==> src/sv/hcm_pkg.sv <==
// hcm_pkg: shared types, constants and the color ramp for the heat-map color mapper
// used by hcm_channel and heatmap_color_mapper; no dependencies
package hcm_pkg;

   localparam int SampleW = 16;
   localparam int CsrW    = 32;
   localparam int ColorW  = 8;
   localparam int LevelW  = 7;
   localparam int FracW   = 17;
   localparam int SegW    = 3;
   localparam int ProdW   = 23;
   localparam int NumW    = 31;
   localparam int QuotW   = 15;
   localparam int RecipW  = 16;
   localparam int Stages  = 6;

   localparam logic signed [CsrW-1:0] GainReset   = 32'sh0001_0000;
   localparam logic signed [CsrW-1:0] OffsetReset = 32'sh0000_0000;

   localparam logic [FracW-1:0] FracOne  = 17'h1_0000;
   localparam logic [SegW-1:0]  SegLast  = 3'd4;
   localparam logic [NumW-1:0]  RoundHalf = 31'd3276800;
   localparam logic [RecipW-1:0] Recip100 = 16'd41944;

   typedef enum logic [0:0] {
      CSR_GAIN   = 1'b0,
      CSR_OFFSET = 1'b1
   } csr_index_type;

   typedef struct packed {
      logic [LevelW-1:0] red;
      logic [LevelW-1:0] green;
      logic [LevelW-1:0] blue;
   } rgb_level_type;

   typedef struct packed {
      logic mul_en;
      logic sum_en;
      logic out_en;
   } pipe_en_type;

   // control colors in hundredths of full scale
   function automatic rgb_level_type ramp_color(input logic [SegW-1:0] point);
      rgb_level_type c;
      unique case (point)
         3'd0:    c = '{red: 7'd0,   green: 7'd0,   blue: 7'd65};
         3'd1:    c = '{red: 7'd0,   green: 7'd35,  blue: 7'd100};
         3'd2:    c = '{red: 7'd15,  green: 7'd100, blue: 7'd95};
         3'd3:    c = '{red: 7'd95,  green: 7'd100, blue: 7'd15};
         3'd4:    c = '{red: 7'd100, green: 7'd35,  blue: 7'd0};
         3'd5:    c = '{red: 7'd65,  green: 7'd0,   blue: 7'd0};
         default: c = '{red: 7'd0,   green: 7'd0,   blue: 7'd0};
      endcase
      return c;
   endfunction

endpackage

==> src/sv/heatmap_color_mapper.sv <==
// heatmap_color_mapper: top level, sample scaling, clamp and segment stages
// depends on hcm_pkg and hcm_channel
//
// Usage:
//   req channel carries one signed 16-bit sample per item, rsp channel one
//   8-bit red, green and blue per item; an item moves when valid is high and
//   stall is low. csr_wr_en writes gain (index 0, signed Q16.16) or offset
//   (index 1, signed Q16.16); write them only while no item is in flight.
//   Pipeline is six register stages: multiply, offset and clamp, segment
//   split, blend products, scale and round, divide by 100. A result shows on
//   rsp_valid after its item has passed every stage. One item per cycle is
//   sustained unless rsp_stall holds it; the six-stage pipeline has no loops.
//   When rsp_stall is high and the last stage is full, stages close up their
//   bubbles and then hold; req_stall rises only when every stage is full.
//   Nothing is lost or repeated across a stall.
//   Reset empties the pipeline and sets gain to 1.0 and offset to 0.
module heatmap_color_mapper (
   input  logic                               clock,
   input  logic                               reset,
   input  logic                               req_valid,
   output logic                               req_stall,
   input  logic signed [hcm_pkg::SampleW-1:0] req_sample,
   output logic                               rsp_valid,
   input  logic                               rsp_stall,
   output logic [hcm_pkg::ColorW-1:0]         rsp_red,
   output logic [hcm_pkg::ColorW-1:0]         rsp_green,
   output logic [hcm_pkg::ColorW-1:0]         rsp_blue,
   input  logic                               csr_wr_en,
   input  hcm_pkg::csr_index_type             csr_index,
   input  logic [hcm_pkg::CsrW-1:0]           csr_wdata
);

   logic signed [hcm_pkg::CsrW-1:0]        gain_ff;
   logic signed [hcm_pkg::CsrW-1:0]        offset_ff;
   logic [hcm_pkg::Stages-1:0]             vld_ff;
   logic [hcm_pkg::Stages-1:0]             vld_in;
   logic [hcm_pkg::Stages-1:0]             adv;

   logic signed [47:0]                     prod_in;
   logic signed [47:0]                     prod_ff;
   logic signed [48:0]                     acc;
   logic [hcm_pkg::FracW-1:0]              v_in;
   logic [hcm_pkg::FracW-1:0]              v_ff;
   logic [18:0]                            t5;
   logic [18:0]                            t5_rem;
   logic [hcm_pkg::SegW-1:0]               seg_in;
   logic [hcm_pkg::SegW-1:0]               seg_ff;
   logic [hcm_pkg::FracW-1:0]              frac_in;
   logic [hcm_pkg::FracW-1:0]              frac_ff;
   hcm_pkg::rgb_level_type                 lo;
   hcm_pkg::rgb_level_type                 hi;
   hcm_pkg::pipe_en_type                   pipe_en;

   // csr
   always_ff @(posedge clock) begin
      if (reset) begin
         gain_ff   <= hcm_pkg::GainReset;
         offset_ff <= hcm_pkg::OffsetReset;
      end else if (csr_wr_en) begin
         unique case (csr_index)
            hcm_pkg::CSR_GAIN:   gain_ff   <= csr_wdata;
            hcm_pkg::CSR_OFFSET: offset_ff <= csr_wdata;
            default: ;
         endcase
      end
   end

   // stage advance, last stage first
   always_comb begin
      adv[hcm_pkg::Stages-1] = !vld_ff[hcm_pkg::Stages-1] || !rsp_stall;
      for (int k = hcm_pkg::Stages - 2; k >= 0; k--) begin
         adv[k] = !vld_ff[k] || adv[k+1];
      end
   end

   always_comb begin
      vld_in = vld_ff;
      if (adv[0]) begin
         vld_in[0] = req_valid;
      end
      for (int k = 1; k < hcm_pkg::Stages; k++) begin
         if (adv[k]) begin
            vld_in[k] = vld_ff[k-1];
         end
      end
   end

   always_ff @(posedge clock) begin
      if (reset) begin
         vld_ff <= '0;
      end else begin
         vld_ff <= vld_in;
      end
   end

   assign req_stall = !adv[0];
   assign rsp_valid = vld_ff[hcm_pkg::Stages-1];

   // stage 1: scale
   assign prod_in = req_sample * gain_ff;

   // stage 2: offset and clamp to [0, 1]
   assign acc = {prod_ff[47], prod_ff} + {{17{offset_ff[hcm_pkg::CsrW-1]}}, offset_ff};

   always_comb begin
      priority if (acc[48]) begin
         v_in = '0;
      end else if (acc[47:0] > {31'b0, hcm_pkg::FracOne}) begin
         v_in = hcm_pkg::FracOne;
      end else begin
         v_in = acc[hcm_pkg::FracW-1:0];
      end
   end

   // stage 3: times five, split into segment and fraction
   assign t5      = {2'b0, v_ff} + {v_ff, 2'b0};
   assign seg_in  = (t5[18:16] > hcm_pkg::SegLast) ? hcm_pkg::SegLast : t5[18:16];
   assign t5_rem  = t5 - {seg_in, 16'b0};
   assign frac_in = t5_rem[hcm_pkg::FracW-1:0];

   always_ff @(posedge clock) begin
      if (adv[0]) begin
         prod_ff <= prod_in;
      end
      if (adv[1]) begin
         v_ff <= v_in;
      end
      if (adv[2]) begin
         seg_ff  <= seg_in;
         frac_ff <= frac_in;
      end
   end

   // stages 4 to 6 per channel
   assign lo = hcm_pkg::ramp_color(seg_ff);
   assign hi = hcm_pkg::ramp_color(seg_ff + 3'd1);

   assign pipe_en.mul_en = adv[3];
   assign pipe_en.sum_en = adv[4];
   assign pipe_en.out_en = adv[5];

   hcm_channel u_red (
      .clock    (clock),
      .pipe_en  (pipe_en),
      .level_lo (lo.red),
      .level_hi (hi.red),
      .frac     (frac_ff),
      .level    (rsp_red)
   );

   hcm_channel u_green (
      .clock    (clock),
      .pipe_en  (pipe_en),
      .level_lo (lo.green),
      .level_hi (hi.green),
      .frac     (frac_ff),
      .level    (rsp_green)
   );

   hcm_channel u_blue (
      .clock    (clock),
      .pipe_en  (pipe_en),
      .level_lo (lo.blue),
      .level_hi (hi.blue),
      .frac     (frac_ff),
      .level    (rsp_blue)
   );

`ifndef SYNTHESIS
   a_clamp_range: assert property (@(posedge clock) disable iff (reset)
      vld_ff[1] |-> v_ff <= hcm_pkg::FracOne)
      else $error("clamped value above one");

   a_seg_range: assert property (@(posedge clock) disable iff (reset)
      vld_ff[2] |-> seg_ff <= hcm_pkg::SegLast)
      else $error("segment index above last");

   a_frac_full: assert property (@(posedge clock) disable iff (reset)
      (vld_ff[2] && frac_ff[hcm_pkg::FracW-1]) |->
         (seg_ff == hcm_pkg::SegLast && frac_ff == hcm_pkg::FracOne))
      else $error("full fraction outside last segment");

   a_no_input_stall: assert property (@(posedge clock) disable iff (reset)
      !rsp_stall |-> !req_stall)
      else $error("input stalled while output is free");

   a_hold_on_stall: assert property (@(posedge clock) disable iff (reset)
      (vld_ff[0] && req_stall) |=> vld_ff[0] && $stable(prod_ff))
      else $error("first stage changed while stalled");
`endif

endmodule

==> src/sv/hcm_channel.sv <==
// hcm_channel: one color channel, last three pipeline stages (blend products, scale and round, divide by 100)
// depends on hcm_pkg
module hcm_channel (
   input  logic                           clock,
   input  hcm_pkg::pipe_en_type           pipe_en,
   input  logic [hcm_pkg::LevelW-1:0]     level_lo,
   input  logic [hcm_pkg::LevelW-1:0]     level_hi,
   input  logic [hcm_pkg::FracW-1:0]      frac,
   output logic [hcm_pkg::ColorW-1:0]     level
);

   logic [hcm_pkg::FracW-1:0]              inv;
   logic [hcm_pkg::ProdW:0]                p0_full;
   logic [hcm_pkg::ProdW:0]                p1_full;
   logic [hcm_pkg::ProdW-1:0]              p0_ff;
   logic [hcm_pkg::ProdW-1:0]              p1_ff;
   logic [hcm_pkg::ProdW-1:0]              sum;
   logic [hcm_pkg::NumW-1:0]               num;
   logic [hcm_pkg::QuotW-1:0]              y_in;
   logic [hcm_pkg::QuotW-1:0]              y_ff;
   logic [hcm_pkg::NumW-1:0]               q_full;
   logic [hcm_pkg::ColorW-1:0]             level_in;
   logic [hcm_pkg::ColorW-1:0]             level_ff;

   // blend weights
   assign inv     = hcm_pkg::FracOne - frac;
   assign p0_full = level_lo * inv;
   assign p1_full = level_hi * frac;

   // 255 * sum + half of 100 * 2^16, then drop the 2^16
   assign sum  = p0_ff + p1_ff;
   assign num  = ({sum, 8'b0} - {8'b0, sum}) + hcm_pkg::RoundHalf;
   assign y_in = num[hcm_pkg::NumW-1:16];

   // divide by 100 with a reciprocal
   assign q_full   = y_ff * hcm_pkg::Recip100;
   assign level_in = q_full[29:22];

   always_ff @(posedge clock) begin
      if (pipe_en.mul_en) begin
         p0_ff <= p0_full[hcm_pkg::ProdW-1:0];
         p1_ff <= p1_full[hcm_pkg::ProdW-1:0];
      end
      if (pipe_en.sum_en) begin
         y_ff <= y_in;
      end
      if (pipe_en.out_en) begin
         level_ff <= level_in;
      end
   end

   assign level = level_ff;

endmodule

==> config.mk <==
export PLATFORM = sky130hd
export DESIGN_NAME = heatmap_color_mapper
export DESIGN_NICKNAME = d
export VERILOG_FILES = /design/src/sv/hcm_pkg.sv /design/src/sv/heatmap_color_mapper.sv /design/src/sv/hcm_channel.sv
export SDC_FILE = /design/constraint.sdc
export NUM_CORES = 2
export LEC_CHECK = 0
export BUFFER_PORTS_ARGS = -buffer_cell sky130_fd_sc_hd__buf_2
export CORE_ASPECT_RATIO = 1.2
export CORE_UTILIZATION = 65
export DETAILED_ROUTE_END_ITERATION = 16
export PLACE_DENSITY = 0.89
export SLEW_MARGIN = 15
export SYNTH_ARGS = -nofsm -noshare
export SYNTH_HDL_FRONTEND = slang
export SYNTH_SLANG_ARGS = --single-unit
export TNS_END_PERCENT = 30
==> constraint.sdc <==
create_clock -name clock -period 10.46 [get_ports clock]
set_clock_uncertainty 0.15 [all_clocks]
set_input_delay 2.615 -clock clock [delete_from_list [all_inputs] [get_ports clock]]
set_output_delay 2.615 -clock clock [all_outputs]
set_load 0.02 [all_outputs]
==> qor.json <==
{
  "status": {"value": "completed"},
  "area.growth.synth_to_final": {"value": 4.64, "unit": "%"},
  "placedCellCount": {"value": 8543},
  "clock-root-buffer": {"value": "sky130_fd_sc_hd__clkbuf_16"},
  "dr_wl_met3": {"value": 14200, "unit": "um"},
  "max_cap_viol_count": {"value": 0},
  "detail_route.wl_per_cell": {"value": 19.3, "unit": "um"},
  "post-cts-setup-buffer-count": {"value": 0},
  "worst-slew-pin-transition": {"value": 1.14, "unit": "ns"},
  "worstPathCellList": {"value": "buf_2 > nand2_1 > fa_1 > fa_1 > fa_1 > inv_1 > fa_1 > fa_1 > fa_1 > ha_1 > a21o_1 > a21oi_1 > nor2b_1 > nor2_1 > o21ai_0 > a31oi_1 > a21o_1 > o21ai_0 > a41oi_1 > o211ai_1 > a31oi_1 > xnor2_1"},
  "post_synth_main_area_contributors": {"value": "sky130_fd_sc_hd__fa_1, sky130_fd_sc_hd__ha_1, sky130_fd_sc_hd__edfxtp_1"},
  "number_of_remaining_drc_errors": {"value": 0},
  "rows": {"value": 129},
  "yosysTopAreaCellShare": {"value": 31.4, "unit": "%"},
  "crit_fanout": {"value": 32},
  "routed_wirelength": {"value": 166000, "unit": "um"},
  "number_of_max_slew_violations_in_the_final_report": {"value": 0},
  "timing.critical_path.arrival": {"value": 9.77, "unit": "ns"},
  "antenna_cells_inserted": {"value": 0},
  "grt_util_all_layers": {"value": 31.9, "unit": "%"},
  "clk_pin_slew": {"value": 0.06, "unit": "ns"},
  "worst-endpoint-required": {"value": 10.67, "unit": "ns"},
  "wl_met1": {"value": 59400, "unit": "um"},
  "ctsHoldBuffers": {"value": 0},
  "cts_repair_resize_count": {"value": 0},
  "critical-path-max-stage-delay": {"value": 0.70, "unit": "ns"},
  "die_h": {"value": 356, "unit": "um"},
  "startpoint_type": {"value": "input pin"},
  "mean_number_of_vias_per_cell": {"value": 5.96},
  "first_pass_grt_wire_length": {"value": 271000, "unit": "um"},
  "fp.coreArea": {"value": 103000, "unit": "um2"},
  "ys_seq_elements": {"value": 362},
  "nFillCells": {"value": 7264},
  "hp-class": {"value": "reg2reg"},
  "routed-via-count": {"value": 51389},
  "count_leader_synth": {"value": "sky130_fd_sc_hd__inv_1"},
  "yosys.area.top_type": {"value": "sky130_fd_sc_hd__fa_1"},
  "first_global_vias": {"value": 55040},
  "synth.distinct_cells": {"value": 91},
  "post_route_cells_drive_above_1_share": {"value": 3.49, "unit": "%"},
  "crit_slowest_cell": {"value": "sky130_fd_sc_hd__a41oi_1"},
  "fmax": {"value": 105, "unit": "MHz"},
  "io_pins": {"value": 80},
  "rsz0062_at_grt": {"value": "false"},
  "total_met2_wirelength_after_detailed_routing": {"value": 82900, "unit": "um"},
  "synth_flop_cell": {"value": "sky130_fd_sc_hd__edfxtp_1"},
  "maxUsedRoutingLayer": {"value": "met5"},
  "die-area": {"value": 106000, "unit": "um2"},
  "grt-ovfl-total": {"value": 0},
  "drt-initial-drc-count": {"value": 4048},
  "post_synth_most_frequent_cells": {"value": "sky130_fd_sc_hd__inv_1, sky130_fd_sc_hd__fa_1, sky130_fd_sc_hd__ha_1"},
  "clkSinkCount": {"value": 362},
  "htree_levels": {"value": 2},
  "synthesis.yosys.warnings": {"value": 0},
  "effective_utilization_at_floorplan": {"value": 65.8, "unit": "%"},
  "ys_async_sr_fraction": {"value": 0, "unit": "%"},
  "finalNonFillerCells": {"value": 8623},
  "synth.avg_cell_area": {"value": 9.37, "unit": "um2"},
  "synth_fp_nets": {"value": 9320},
  "cts_tree": {"value": "done"},
  "io_buffers": {"value": 79},
  "cts_made_buffers": {"value": 43},
  "cts.path.max_buffers": {"value": 3},
  "largest_net_degree_at_the_start_of_global_routing": {"value": 74},
  "place.detailed.hpwl": {"value": 135000, "unit": "um"},
  "sequential_share_of_the_synthesized_area": {"value": 15.0, "unit": "%"},
  "drt_pass1_iterations": {"value": 6},
  "syn-instance-count": {"value": 7252},
  "syn_area": {"value": 68000, "unit": "um2"},
  "die_width": {"value": 297, "unit": "um"},
  "timing.final.crit_share": {"value": 91.4, "unit": "%"},
  "utilization": {"value": 68.9, "unit": "%"},
  "slew_headroom": {"value": 23.9, "unit": "%"},
  "timing.setup.tns": {"value": 0, "unit": "ns"},
  "postRouteAntennaNets": {"value": 0},
  "antenna_found_initial": {"value": 1},
  "setup_violations": {"value": 0},
  "timing_worst_setup_path_type": {"value": "in2reg"},
  "nets": {"value": 9281},
  "multi_input_area": {"value": 51300, "unit": "um2"},
  "end_kind": {"value": "flip-flop"},
  "insertion_delay": {"value": 0.61, "unit": "ns"},
  "synth-edff-count": {"value": 292},
  "final-seq-area": {"value": 10200, "unit": "um2"},
  "final_hold_viol_count": {"value": 0},
  "gp_congestion": {"value": 0.960},
  "critical-path-top-cell-by-count": {"value": "sky130_fd_sc_hd__fa_1"},
  "fin_crit": {"value": 9.56, "unit": "ns"}
}
worst max-delay path: cells and delay by family:
kind / cells / cell delay, ns
adder cells (fa/ha/maj): 7 / 3.42
XOR/XNOR: 1 / 0.08
buffers and inverters: 2 / 0.64
AND/OR/NAND/NOR: 3 / 0.46
AO/OA/AOI/OAI: 9 / 2.58
path summary, 6_finish.rpt:
kind,startpoint,endpoint,slack (ns),cells after the start
worst max-delay path,req_sample[1],prod_ff[47]$_DFFE_PN_,0.90,22
worst max register to register,seg_ff[0]$_DFFE_PP_,u_red.p0_ff[22]$_DFFE_PP_,2.05,26
worst min register to register,offset_ff[22]$_SDFFE_PP0P_,offset_ff[22]$_SDFFE_PP0P_,0.31,2
worst min-delay path,offset_ff[22]$_SDFFE_PP0P_,offset_ff[22]$_SDFFE_PP0P_,0.31,2
per-stage QoR:
step | worst slack (ns) | hold WS [ns] | instance area, um2
after floorplan | 1.56 | 0.279 | 68000
after global placement | 0.638 | 0.285 | 69600
after detailed placement | 0.407 | 0.300 | 69600
after CTS | 1.04 | 0.310 | 71100
after global routing | 0.636 | 0.324 | 71100
final | 0.902 | 0.309 | 71100
cell families (layout without fill, tap and decap cells):
group                    Yosys count  count (layout)  share of synthesized area, %
AND/OR/NAND/NOR                 1842            1842                          13.1
multiplexers                      12              12                         0.182
flip-flops                       362             362                          15.0
buffers and inverters           1735            1731                          9.61
XOR/XNOR                         367             367                          4.73
adder cells (fa/ha/maj)         2014            2014                          48.8
AO/OA/AOI/OAI                    920             920                          8.64
cell usage in the layout (no fill, tap or decap), types with 68 or more instances in the layout:
cell                          n
sky130_fd_sc_hd__inv_1     1532
sky130_fd_sc_hd__fa_1      1065
sky130_fd_sc_hd__ha_1       949
sky130_fd_sc_hd__nand2_1    689
sky130_fd_sc_hd__nor2_1     356
sky130_fd_sc_hd__a21oi_1    338
sky130_fd_sc_hd__and2_1     303
sky130_fd_sc_hd__edfxtp_1   292
sky130_fd_sc_hd__xnor2_1    272
sky130_fd_sc_hd__o21ai_0    129
sky130_fd_sc_hd__a21o_1     122
sky130_fd_sc_hd__xor2_1      95
sky130_fd_sc_hd__nor3_1      90
sky130_fd_sc_hd__and3_1      85
sky130_fd_sc_hd__buf_2       79
sky130_fd_sc_hd__nand3_1     73
sky130_fd_sc_hd__dfxtp_1     70
sky130_fd_sc_hd__nor2b_1     68
layout make-up:
cell class                      count  share of cell area, %
Timing Repair Buffer              118                  0.967
Sequential cell                   362                   14.3
Inverter                         1533                   8.09
Clock inverter                     29                  0.487
Multi-Input combinational cell   5155                   72.1
Clock buffer                       51                   1.61
Tap cell                         1375                   2.42
flip-flops by register name (all words and copies together) (netlist names), 23 cells and up:
signal,count
u_blue.p1_ff,23
u_green.p1_ff,23
u_red.p0_ff,23
u_blue.p0_ff,23
prod_ff,48
u_green.p0_ff,23
u_red.p1_ff,23
offset_ff,32
gain_ff,32
per-layer routing:
metal	up-vias	track usage (%)
li1	22992	-
met1	25186	36.8
met2	2506	56.7
met3	703	5.89
met4	2	16.6
met5	-	0
Power is not shown: default switching activity piles up to over one toggle a cycle in this logic, so the estimate is an artifact.
